==> config.mk <==
export PLATFORM = sky130hd
export DESIGN_NAME = dotted_line_rasterizer_core
export DESIGN_NICKNAME = d
export VERILOG_FILES = /design/src/sv/dlr_pkg.sv /design/src/sv/dotted_line_rasterizer_core.sv
export SDC_FILE = /design/constraint.sdc
export NUM_CORES = 1
export LEC_CHECK = 0
export CAP_MARGIN = 20
export CORE_MARGIN = 3
export CORE_UTILIZATION = 37
export DETAILED_ROUTE_END_ITERATION = 8
export DONT_BUFFER_PORTS = 1
export GPL_TIMING_DRIVEN = 0
export HOLD_SLACK_MARGIN = 0.15
export RECOVER_POWER = 25
export SYNTH_ARGS = -nofsm -noshare
export SYNTH_HDL_FRONTEND = slang
export SYNTH_SLANG_ARGS = --single-unit
==> constraint.sdc <==
create_clock -name clk_i -period 3 [get_ports clk_i]
set_input_delay 0.15 -clock clk_i [delete_from_list [all_inputs] [get_ports clk_i]]
set_output_delay 0.15 -clock clk_i [all_outputs]
set_load 0.02 [all_outputs]
==> src/sv/dlr_pkg.sv <==
// Shared constants of the dotted line rasterizer.
package dlr_pkg;

  // Default coordinate width in bits.
  localparam int unsigned COORD_WIDTH = 10;

  // Command codes carried on the cmd input.
  localparam logic CMD_START = 1'b0;
  localparam logic CMD_STEP  = 1'b1;

endpackage

==> src/sv/dotted_line_rasterizer_core.sv <==
// Dotted line rasterizer: Bresenham stepper with a two-entry result buffer.
//
// The input channel carries one command per transaction. A start command
// (cmd = CMD_START) loads both endpoints and returns the first pixel of the
// line, always drawn. A step command (cmd = CMD_STEP) advances one pixel
// along the major axis; every other pixel is marked as not drawn, giving a
// one-on, one-off dotted pattern. done_res is set on the last pixel of a
// line, and a step while no line is active returns the last pixel again
// with drawn clear and done_res set.
//
// Each input transaction produces exactly one output transaction. The line
// state is updated in the cycle the command is accepted, and the result is
// registered in the output or skid entry. With out_ready_i held high a new
// command is accepted every cycle, so the throughput is one pixel per
// cycle; the rate is set by the single error add and compare per step.
//
// Results sit in an output register backed by a one-entry skid register.
// When the receiver stalls, one more command is still accepted; in_ready_o
// drops only once both entries are full. Reset clears the line state to
// idle with the current pixel at the origin and empties both entries.
module dotted_line_rasterizer_core #(
  parameter int unsigned CoordWidth = dlr_pkg::COORD_WIDTH
) (
  input  logic                  clk_i,
  input  logic                  rst_ni,
  input  logic                  in_valid_i,
  output logic                  in_ready_o,
  input  logic                  cmd_i,
  input  logic [CoordWidth-1:0] start_x_i,
  input  logic [CoordWidth-1:0] start_y_i,
  input  logic [CoordWidth-1:0] end_x_i,
  input  logic [CoordWidth-1:0] end_y_i,
  output logic                  out_valid_o,
  input  logic                  out_ready_i,
  output logic [CoordWidth-1:0] pixel_x_o,
  output logic [CoordWidth-1:0] pixel_y_o,
  output logic                  drawn_o,
  output logic                  done_res_o
);
  import dlr_pkg::*;

  // The error term needs three bits beyond a coordinate: twice a delta,
  // plus sign, plus headroom for the running sum.
  localparam int unsigned ErrWidth = CoordWidth + 3;
  localparam int unsigned AxWidth  = CoordWidth + 2;

  typedef struct packed {
    logic [CoordWidth-1:0] x;
    logic [CoordWidth-1:0] y;
    logic                  drawn;
    logic                  done;
  } result_t;

  // Line state.
  logic [CoordWidth-1:0]      cur_x_q, cur_x_d;
  logic [CoordWidth-1:0]      cur_y_q, cur_y_d;
  logic signed [ErrWidth-1:0] err_q, err_d;
  logic signed [ErrWidth-1:0] diag_q, diag_d;
  logic [AxWidth-1:0]         axial_q, axial_d;
  logic                       x_back_q, x_back_d;
  logic                       y_back_q, y_back_d;
  logic                       x_major_q, x_major_d;
  logic [CoordWidth-1:0]      steps_q, steps_d;
  logic                       odd_q, odd_d;
  logic                       busy_q, busy_d;

  // Result buffer.
  result_t out_q, out_d, skid_q, skid_d, res;
  logic    out_valid_q, out_valid_d, skid_valid_q, skid_valid_d;

  logic in_fire;

  // Start setup.
  logic [CoordWidth:0]   dx, dy, ndx, ndy;
  logic [CoordWidth-1:0] adx, ady, major, minor;

  // Step datapath.
  logic                  minor_move;
  logic [CoordWidth-1:0] x_step, y_step, steps_dec;

  assign in_ready_o = !skid_valid_q;
  assign in_fire    = in_valid_i && in_ready_o;

  always_comb begin
    dx    = {1'b0, end_x_i} - {1'b0, start_x_i};
    dy    = {1'b0, end_y_i} - {1'b0, start_y_i};
    ndx   = -dx;
    ndy   = -dy;
    adx   = dx[CoordWidth] ? ndx[CoordWidth-1:0] : dx[CoordWidth-1:0];
    ady   = dy[CoordWidth] ? ndy[CoordWidth-1:0] : dy[CoordWidth-1:0];
    major = (adx > ady) ? adx : ady;
    minor = (adx > ady) ? ady : adx;

    minor_move = !err_q[ErrWidth-1];
    x_step     = x_back_q ? (cur_x_q - CoordWidth'(1)) : (cur_x_q + CoordWidth'(1));
    y_step     = y_back_q ? (cur_y_q - CoordWidth'(1)) : (cur_y_q + CoordWidth'(1));
    steps_dec  = steps_q - CoordWidth'(1);

    cur_x_d   = cur_x_q;
    cur_y_d   = cur_y_q;
    err_d     = err_q;
    diag_d    = diag_q;
    axial_d   = axial_q;
    x_back_d  = x_back_q;
    y_back_d  = y_back_q;
    x_major_d = x_major_q;
    steps_d   = steps_q;
    odd_d     = odd_q;
    busy_d    = busy_q;
    res       = '{x: cur_x_q, y: cur_y_q, drawn: 1'b0, done: 1'b1};

    if (cmd_i == CMD_START) begin
      x_back_d  = dx[CoordWidth];
      y_back_d  = dy[CoordWidth];
      x_major_d = adx > ady;
      err_d     = ErrWidth'({minor, 1'b0}) - ErrWidth'(major);
      diag_d    = ErrWidth'({minor, 1'b0}) - ErrWidth'({major, 1'b0});
      axial_d   = AxWidth'({minor, 1'b0});
      steps_d   = major;
      cur_x_d   = start_x_i;
      cur_y_d   = start_y_i;
      odd_d     = 1'b1;
      busy_d    = major != '0;
      res       = '{x: start_x_i, y: start_y_i, drawn: 1'b1, done: major == '0};
    end else if (busy_q) begin
      // Minor axis moves when the error term is non-negative; the major
      // axis moves on every step.
      if (minor_move) begin
        err_d = err_q + diag_q;
        if (x_major_q) begin
          cur_y_d = y_step;
        end else begin
          cur_x_d = x_step;
        end
      end else begin
        err_d = err_q + ErrWidth'(axial_q);
      end
      if (x_major_q) begin
        cur_x_d = x_step;
      end else begin
        cur_y_d = y_step;
      end
      odd_d   = !odd_q;
      steps_d = steps_dec;
      busy_d  = steps_dec != '0;
      res     = '{x: cur_x_d, y: cur_y_d, drawn: !odd_q, done: steps_dec == '0};
    end
  end

  // Output register with skid entry. The skid entry only fills when a
  // transaction is accepted while the output register is stalled.
  always_comb begin
    out_d        = out_q;
    out_valid_d  = out_valid_q;
    skid_d       = skid_q;
    skid_valid_d = skid_valid_q;
    if (!out_valid_q || out_ready_i) begin
      if (skid_valid_q) begin
        out_d        = skid_q;
        out_valid_d  = 1'b1;
        skid_valid_d = 1'b0;
      end else begin
        out_d       = res;
        out_valid_d = in_fire;
      end
    end else if (in_fire) begin
      skid_d       = res;
      skid_valid_d = 1'b1;
    end
  end

  always_ff @(posedge clk_i or negedge rst_ni) begin
    if (!rst_ni) begin
      cur_x_q      <= '0;
      cur_y_q      <= '0;
      err_q        <= '0;
      diag_q       <= '0;
      axial_q      <= '0;
      x_back_q     <= 1'b0;
      y_back_q     <= 1'b0;
      x_major_q    <= 1'b0;
      steps_q      <= '0;
      odd_q        <= 1'b0;
      busy_q       <= 1'b0;
      out_valid_q  <= 1'b0;
      skid_valid_q <= 1'b0;
    end else begin
      if (in_fire) begin
        cur_x_q   <= cur_x_d;
        cur_y_q   <= cur_y_d;
        err_q     <= err_d;
        diag_q    <= diag_d;
        axial_q   <= axial_d;
        x_back_q  <= x_back_d;
        y_back_q  <= y_back_d;
        x_major_q <= x_major_d;
        steps_q   <= steps_d;
        odd_q     <= odd_d;
        busy_q    <= busy_d;
      end
      out_valid_q  <= out_valid_d;
      skid_valid_q <= skid_valid_d;
    end
  end

  always_ff @(posedge clk_i) begin
    out_q  <= out_d;
    skid_q <= skid_d;
  end

  assign out_valid_o = out_valid_q;
  assign pixel_x_o   = out_q.x;
  assign pixel_y_o   = out_q.y;
  assign drawn_o     = out_q.drawn;
  assign done_res_o  = out_q.done;

endmodule

; Word level (Yosys, flattened, before mapping)
; Cells that the tools add are included.
; Widths: inputs -> output; s select.
[classes]
n_addsub = 13
order_cmp = 1
eq_ne = 1
n_mux = 29
bitwise_logic = 2
n_reduce_logical = 13
[op_table]
columns = op, count
row1 = $mux 10, 16
row2 = $mux 22, 3
row3 = $mux 13, 3
row4 = $sub 10x1->10 const B, 3
row5 = $sub 10x10->11, 2
row6 = $add 10x1->10 const B, 2
row7 = $logic_not 10->1, 2
row8 = $neg 10->10, 2
row9 = $reduce_bool 10->1, 2
row10 = $add 13x11->13, 1
row11 = $add 13x13->13, 1
row12 = $sub 11x10->12, 1
row13 = $sub 11x11->12, 1
row14 = $gt 10x10->1, 1
row15 = $mux 1, 7
row16 = $reduce_and 2->1, 3
row17 = $logic_not 1->1, 3
row18 = $ne 2x1->1 const B, 1
row19 = $not 1->1, 2
row20 = $reduce_bool 2->1, 1
row21 = $logic_and 1x1->1, 1
row22 = $logic_or 1x1->1, 1
[totals]
register_bits = 117
out_inout_bits = 24

; Logic depth before layout (Yosys ltp)
; Gate-level depths: netlist of the first run.
[depth]
word_depth = 8
ltp_mapped = 29
depth_no_buf = 27

; Worst setup path before layout of the first run
; No wires, ideal clock.
[synth_timing]
kind = input to register
from = input end_x_i[0]
to = register err_q[10]
setup_time_ps = 131
t_arrival_ps = 5944
required_ps = 2869
setup_slack_ps = -3075
stages = 29
path_buffers = 3
path_cell_list = inv_1 -> ha_1 -> fa_1 -> nor2b_2 -> o2111ai_2 -> a21boi_0 -> mux2i_1 -> o2111ai_2 -> o41ai_2 -> xnor2_1 -> xor2_1 -> inv_1 -> ha_1 -> nand2_1 -> o21a_1 -> mux2_2 -> nor2_4 -> buf_6 -> clkbuf_1 -> clkbuf_1 -> a21boi_0 -> xnor2_1 -> ha_1 -> o31ai_1 -> a31oi_1 -> or4_1 -> a31oi_1 -> xnor2_1 -> o21ai_1
[synth_between]
elab_chain_len = 7
word_cells_on_any_way = 8
classes_between = add/sub (3) / order compare (1) / mux (4)
[synth_lines]
columns = item, line_no
row1 = from (decl), dotted_line_rasterizer_core.sv:31  ; input logic [CoordWidth-1:0] end_x_i,
row2 = $sub 10x10->11 *, dotted_line_rasterizer_core.sv:85  ; dx = {1'b0, end_x_i} - {1'b0, start_x_i};
row3 = $neg 10->10, dotted_line_rasterizer_core.sv:87  ; ndx = -dx;
row4 = $mux 10 *, dotted_line_rasterizer_core.sv:89  ; adx = dx[CoordWidth] ? ndx[CoordWidth-1:0] : dx[CoordWidth-1:0];
row5 = $gt 10x10->1, "dotted_line_rasterizer_core.sv:91, dotted_line_rasterizer_core.sv:92"
row6 = $mux 10 (on tied branches), "dotted_line_rasterizer_core.sv:92, dotted_line_rasterizer_core.sv:91"
row7 = $sub 11x10->12 *, dotted_line_rasterizer_core.sv:116  ; err_d = ErrWidth'({minor, 1'b0}) - ErrWidth'(major);
row8 = $mux 13 *, dotted_line_rasterizer_core.sv:112  ; if (cmd_i == CMD_START) begin
row9 = to (signal assigned), dotted_line_rasterizer_core.sv:191  ; err_q <= err_d;
row10 = to (decl), dotted_line_rasterizer_core.sv:57  ; logic signed [ErrWidth-1:0] err_q, err_d;
; Mark *: on every way between the ends. The rest lies on a longest branch, timed or not.
; A chain may end at the register's enable or synchronous reset.

; Worst setup path after layout of the first run
; Same ends and word-level chain as after synthesis.

==> results of run 1 <==
[kinds of logic after synthesis]
group / after synthesis
buffers and inverters: 116
flip-flops: 114
adder cells (fa/ha/maj): 87
XOR/XNOR: 73
multiplexers: 55
AO/OA/AOI/OAI: 365
AND/OR/NAND/NOR: 308
[metrics by stage]
| step | instances | worst slack [ns] | area [µm²] | hold WS [ns] |
|---|---|---|---|---|
| after floorplan | 1118 | -2.34 | 10100 | -0.146 |
| after global placement | 1448 | -3.28 | 10500 | -0.137 |
| after detailed placement | 1449 | -3.34 | 10500 | -0.136 |
| after CTS | 1549 | -2.33 | 12300 | 0.177 |
| after global routing | 1577 | -2.53 | 12700 | 0.230 |
| final | 1580 | -2.32 | 12700 | 0.195 |
[power breakdown]
part           switching [µW]  internal, µW  leakage [µW]
combinational            6720          6330       0.00382
clock                     867          1180      0.000285
sequential                588          2230       0.00126
[layer usage]
metal	up-vias	track usage [%]	wire length [µm]
met4	0	9.04	1270
met2	316	34.6	14300
met5	-	0	0
li1	4308	-	-
met1	4346	29.6	14200
met3	74	4.91	2150
[worst min path at each step]
stage,from,endpoint,slack (ns),depth (start not counted)
after CTS,cmd_i,diag_q[10],0.18,3
after detailed placement,rst_ni,err_q[11],-0.14,0
after floorplan,rst_ni,axial_q[10],-0.15,0
after global placement,rst_ni,out_valid_o,-0.14,0
after global routing,start_x_i[5],skid_q[17],0.23,2
final,start_x_i[3],skid_q[15],0.20,2
[placed cells by master, fill, tap and decap left out, types with 22 or more instances in the layout]
cell type / count
a21oi_1: 59
buf_4: 45
buf_6: 23
clkbuf_1: 28
dfrtp_1: 68
dlygate4sd3_1: 25
edfxtp_1: 44
ha_1: 70
inv_1: 65
mux2_2: 23
nand2_1: 120
nor2_1: 74
o21ai_0: 89
o21ai_1: 25
xnor2_1: 33
xor2_1: 22
[area by class of cell]
type | count | area (µm²)
antenna | 3 | 7.51
buffer | 46 | 275
clock buffer | 17 | 425
clock inverter | 15 | 163
fill | 2275 | 12700
inverter | 70 | 273
multi-input combinational | 888 | 7140
sequential | 114 | 3080
tap | 330 | 413
timing repair buffer | 97 | 966
[synthesized netlist by cell type, types with 13 or more instances]
library cell / n
nand2_1: 126
o21ai_0: 119
ha_1: 81
nor2_1: 79
a21oi_1: 77
dfrtp_1: 70
inv_1: 70
xnor2_1: 46
edfxtp_1: 44
mux2_2: 34
clkbuf_1: 30
xor2_1: 26
a21o_1: 21
mux2i_1: 19
nor3_1: 18
o211ai_1: 16
a31oi_1: 14
nand3_1: 13
o21a_1: 13
[flip-flops by register name (all words and copies together), names as in the netlist]
name	count
pixel_x_o	10
cur_x_q	10
y_back_q	1
axial_q	10
drawn_o	1
skid_q	22
busy_q	1
steps_q	10
diag_q	11
cur_y_q	10
x_major_q	1
odd_q	1
skid_valid_q	1
out_valid_o	1
pixel_y_o	10
err_q	12
x_back_q	1
done_res_o	1
[what timing repair did]
action	CTS	global route
setup buffers	42	31
endpoints found under the setup margin	62	63
hold buffers	25	1
gates resized for setup	108	75
pin swaps	40	58
gates cloned	1	1
hold endpoints to repair	105	1
==> impl_metrics.json, run 1 <==
{
  "violations": "max-capacitance violations, max-slew violations, negative setup slack",
  "drt-total-wl_mm": 31.9,
  "setup-violations-final": 46,
  "yosys.area_share.simple_pct": 14.6,
  "critical_path.slowest_cell": "or4_4",
  "fmax_ghz": 0.188,
  "synthFlopType": "dfrtp_1",
  "die_y_um": 168,
  "drtIter0Drc": 593,
  "outcome": "finished, violations left",
  "end_kind": "register",
  "synth.area.mux_share_pct": 6.20,
  "tightestPinTransition_ns": 1.90,
  "hold_path.class": "input port to register",
  "cts_tree": "built",
  "cp-start-kind": "input port",
  "r2r-end": "pixel_x_o[8]",
  "drive_gt1_share_pct": 25.2,
  "fin_skew_ns": 0.0174,
  "mappedNetlistArea_mm2": 0.00972,
  "cp-startpoint": "end_x_i[0]",
  "post_drt_via_cell_ratio": 5.72,
  "period_share_pct": 177,
  "finalPower_uw": 17900,
  "path_max_fanout": 6,
  "ios": 69,
  "cp.required_ns": 3.28,
  "vias": 9044,
  "synth_seq_area_share_pct": 31.6,
  "clock_path_buffers": 2,
  "ir_drop_uv": 715,
  "firstDrtPassIters": 5,
  "arrival_ns": 5.60,
  "crit_buf_inv": 4,
  "synthArstFlopShare_pct": 61.4,
  "htree_levels": 4,
  "period_minus_slack_ns": 5.32,
  "synth_top_area_share_pct": 18.0,
  "die_x_um": 168,
  "setup_slack_ns": -2.32,
  "drc": 0,
  "yosys-top-cells-area": "dfrtp_1 18%, edfxtp_1 14%, ha_1 10%, o21ai_0 6.1%, nand2_1 4.9%",
  "drv_slew": 71,
  "grtUsageTotal_pct": 22.1,
  "rows": 58,
  "leakagePower_uw": 0.00537,
  "synth_edf_count": 44,
  "grt_max_degree": 71,
  "clock_latency_ns": 0.43,
  "fin_setup_tns_ns": -69.35,
  "antenna_found_initial": 1,
  "r2r_setup_slack_ns": 0.06,
  "port_buffers": 0,
  "clk_pin_slew_ns": 0.07,
  "ys_types": 84,
  "yosys_warnings": 0,
  "die_area_mm2": 0.0283,
  "synth_compound_area_share_pct": 24.4,
  "crit_cells": 27,
  "synth_top_family_by_area": "compound AO/OA/AOI/OAI gates",
  "cts_buffers": 17,
  "synthXorXnorAreaFrac_pct": 6.65,
  "grt_setup_unrepaired": "yes",
  "cts_sinks": 114,
  "antenna_left": 0,
  "grt_pass1_wl_mm": 49.1,
  "crit_type": "input port to register",
  "grt-ovfl-total": 0,
  "fin_util_pct": 50.0,
  "clockRootBuffer": "clkbuf_16",
  "final_nets": 1366,
  "synthToLayoutAreaGrowth_pct": 31.0,
  "grt_pass1_vias": 8779,
  "synth_seq_cells": 114,
  "crit_end": "err_q[10]",
  "avgSynthCellArea_um2": 8.70,
  "start_util_pct": 38.2,
  "hpwl_mm": 23.3,
  "path_delay_family": "compound AO/OA/AOI/OAI gates",
  "slowest_delay_ns": 0.44,
  "drv_cap": 1,
  "powerDensity_mw_per_mm2": 1410,
  "routedWlPerCell_um": 20.2,
  "gp_congestion": 0.955,
  "synth_fa_ha_area_share_pct": 11.7,
  "max_slew_margin_pct": -26.5,
  "synth_top_cell_by_area": "dfrtp_1",
  "cp_common_cell": "ha_4",
  "r2r-start": "x_back_q",
  "core_mm2": 0.0255,
  "rr_worst_depth": 15,
  "hold_viol_final": 0,
  "syn_nets": 1250,
  "syn_inst": 1118
}
Note: power is estimated with default switching activity, not from simulation.
==> run 2, diff against run 1 <==
--- a/config.mk
+++ b/config.mk
@@ -12,6 +12,7 @@
 export DONT_BUFFER_PORTS = 1
 export GPL_TIMING_DRIVEN = 0
 export HOLD_SLACK_MARGIN = 0.15
+export MAX_ROUTING_LAYER = met4
 export RECOVER_POWER = 25
 export SYNTH_ARGS = -nofsm -noshare
 export SYNTH_HDL_FRONTEND = slang
==> run 2 against run 1 <==
The run still ends with max-capacitance violations, max-slew violations, negative setup slack left. Worst hold slack got worse by 0.018 ns. Sequential share of layout area hardly changed. Via count grew 0.41%. Clock skew shrank 0.0035 ns. Routed wire length rose by 1.0%. Sequential cell count did not move. Critical endpoint unchanged. Largest cell class unchanged. Largest power group unchanged.
==> impl_metrics.json, run 2 (synthesized netlist as in run 1, its figures left out) <==
{
  "met2_usage_pct": 35.2,
  "fin_cells": 1575,
  "clock_latency_ns": 0.43,
  "grt_max_degree": 71,
  "crit_buf_inv": 4,
  "path_max_fanout": 7,
  "reg.largest.list": "skid_q (22), err_q (12), diag_q (11)",
  "drc": 0,
  "crit_type": "input port to register",
  "outcome": "finished, violations left",
  "dpl.cell_count": 1449,
  "hold_path.class": "input port to register",
  "final_cell_mix": "118 x nand2_1, 95 x o21ai_0, 71 x nor2_1",
  "arrival_ns": 5.67,
  "fin_skew_ns": 0.0139,
  "clock_path_buffers": 2,
  "fmax_ghz": 0.186,
  "start_util_pct": 38.2,
  "critical_path.slowest_cell": "or4_4",
  "max_slew_margin_pct": -30.8,
  "cp-start-kind": "input port",
  "setup_slack_ns": -2.38,
  "busiest_layer": "met2",
  "period_minus_slack_ns": 5.38,
  "powerDensity_mw_per_mm2": 1410,
  "core_mm2": 0.0255,
  "clk_pin_slew_ns": 0.06,
  "slowest_delay_ns": 0.45,
  "cp_common_cell": "ha_4",
  "ir_drop_uv": 661,
  "end_kind": "register",
  "use_met3_pct": 3.59,
  "hpwl_mm": 23.3,
  "antenna_found_initial": 1,
  "drv_slew": 71,
  "vias": 9081,
  "tightestPinTransition_ns": 1.96,
  "die_area_mm2": 0.0283,
  "holdWs_ns": 0.177,
  "largest_register_ffs": 22,
  "synthToLayoutAreaGrowth_pct": 31.0,
  "htree_levels": 4,
  "drv_cap": 1,
  "grtUsageTotal_pct": 22.9,
  "cp.required_ns": 3.29,
  "hold_viol_final": 0,
  "leakagePower_uw": 0.00534,
  "antenna_left": 0,
  "final_nets": 1363,
  "violations": "max-capacitance violations, max-slew violations, negative setup slack",
  "post_drt_via_cell_ratio": 5.77,
  "grt_util_met1_pct": 30.8,
  "drtIter0Drc": 642,
  "grt-ovfl-total": 0,
  "routedWlPerCell_um": 20.5,
  "ios": 69,
  "largest-register": "skid_q",
  "drt-total-wl_mm": 32.2,
  "port_buffers": 0,
  "final_common_cell": "nand2_1",
  "cts_buffers": 17,
  "cts_sinks": 114,
  "drive_gt1_share_pct": 25.4,
  "setup-violations-final": 46,
  "gp_congestion": 0.972,
  "die_y_um": 168,
  "grt_pass1_vias": 8815,
  "grt_setup_unrepaired": "yes",
  "die_x_um": 168,
  "period_share_pct": 179,
  "rows": 58,
  "firstDrtPassIters": 5,
  "path_delay_family": "compound AO/OA/AOI/OAI gates",
  "cts_tree": "built",
  "grt_pass1_wl_mm": 49.4,
  "clockRootBuffer": "clkbuf_16"
}
[run 2: changes by cell type in the layout (fill, tap and decap cells not counted), sizes merged, moves of 2 or more]
cell	previous run	this run
clkinvlp	2	4
diode	3	1
buf	85	83
clkinv	2	0
[run 2: final cells by class]
class | instances | area [µm²]
fillers | 2316 | 12700
multi-input cells | 888 | 7230
flip-flops and latches | 114 | 3080
repair buffers | 94 | 887
clock buffers | 17 | 425
well taps | 330 | 413
plain buffers | 46 | 275
inverters | 70 | 274
clock inverters | 15 | 159
diodes | 1 | 2.50
[run 2: worst paths after layout]
check,from,end,slack (ns),depth (start not counted)
max,end_x_i[0],err_q[10],-2.38,29
min reg2reg,axial_q[10],axial_q[10],0.50,2
min in group asynchronous,rst_ni,skid_valid_q,0.81,2
min,cmd_i,diag_q[10],0.18,3
max in group asynchronous,rst_ni,x_back_q,0.87,2
max reg2reg,err_q[1],err_q[11],0.07,14
[run 2: through the flow]
step | util, % | setup WS (ns) | cell area [µm²] | power [µW] | TNS (ns)
4_1_cts | 47.9 | -2.36 | 12200 | 16200 | -69.43
6_report | 50.0 | -2.38 | 12700 | 18000 | -72.43
2_1_floorplan | - | -2.34 | 10100 | 10200 | -65.20
3_5_place_dp | 41.2 | -3.29 | 10500 | 12200 | -104.29
5_1_grt | 50.0 | -2.53 | 12700 | 19200 | -79.32
3_3_place_gp | 41.2 | -3.30 | 10500 | 12100 | -112.39
[run 2: power breakdown]
part           switching (µW)  internal [µW]  leakage (µW)
Combinational            6850           6310       0.00380
Sequential                593           2230       0.00126
Clock                     868           1180      0.000280
Total                    8310           9710       0.00534
[run 2: tightest hold or removal path: cells and delay by family]
kind | cells | cell delay [ns]
AO/OA/AOI/OAI | 1 | 0.16
AND/OR/NAND/NOR | 2 | 0.27
[run 2: per-layer routing]
metal | vias to the layer above | part of all wire [%] | routed length (µm)
li1 | 4322 | - | -
met1 | 4411 | 46 | 14700
met2 | 296 | 46 | 14900
met3 | 52 | 5.7 | 1840
met4 | 0 | 2.6 | 826
met5 | - | 0 | 0
[run 2: repair_timing]
item | CTS | global route
hold buffers | 26 | 1
endpoints found under the hold margin | 106 | 1
buffers inserted | 41 | 24
gates resized for setup | 105 | 74
gates cloned | 1 | 0
endpoints found under the setup margin | 62 | 58
pin swaps | 39 | 36
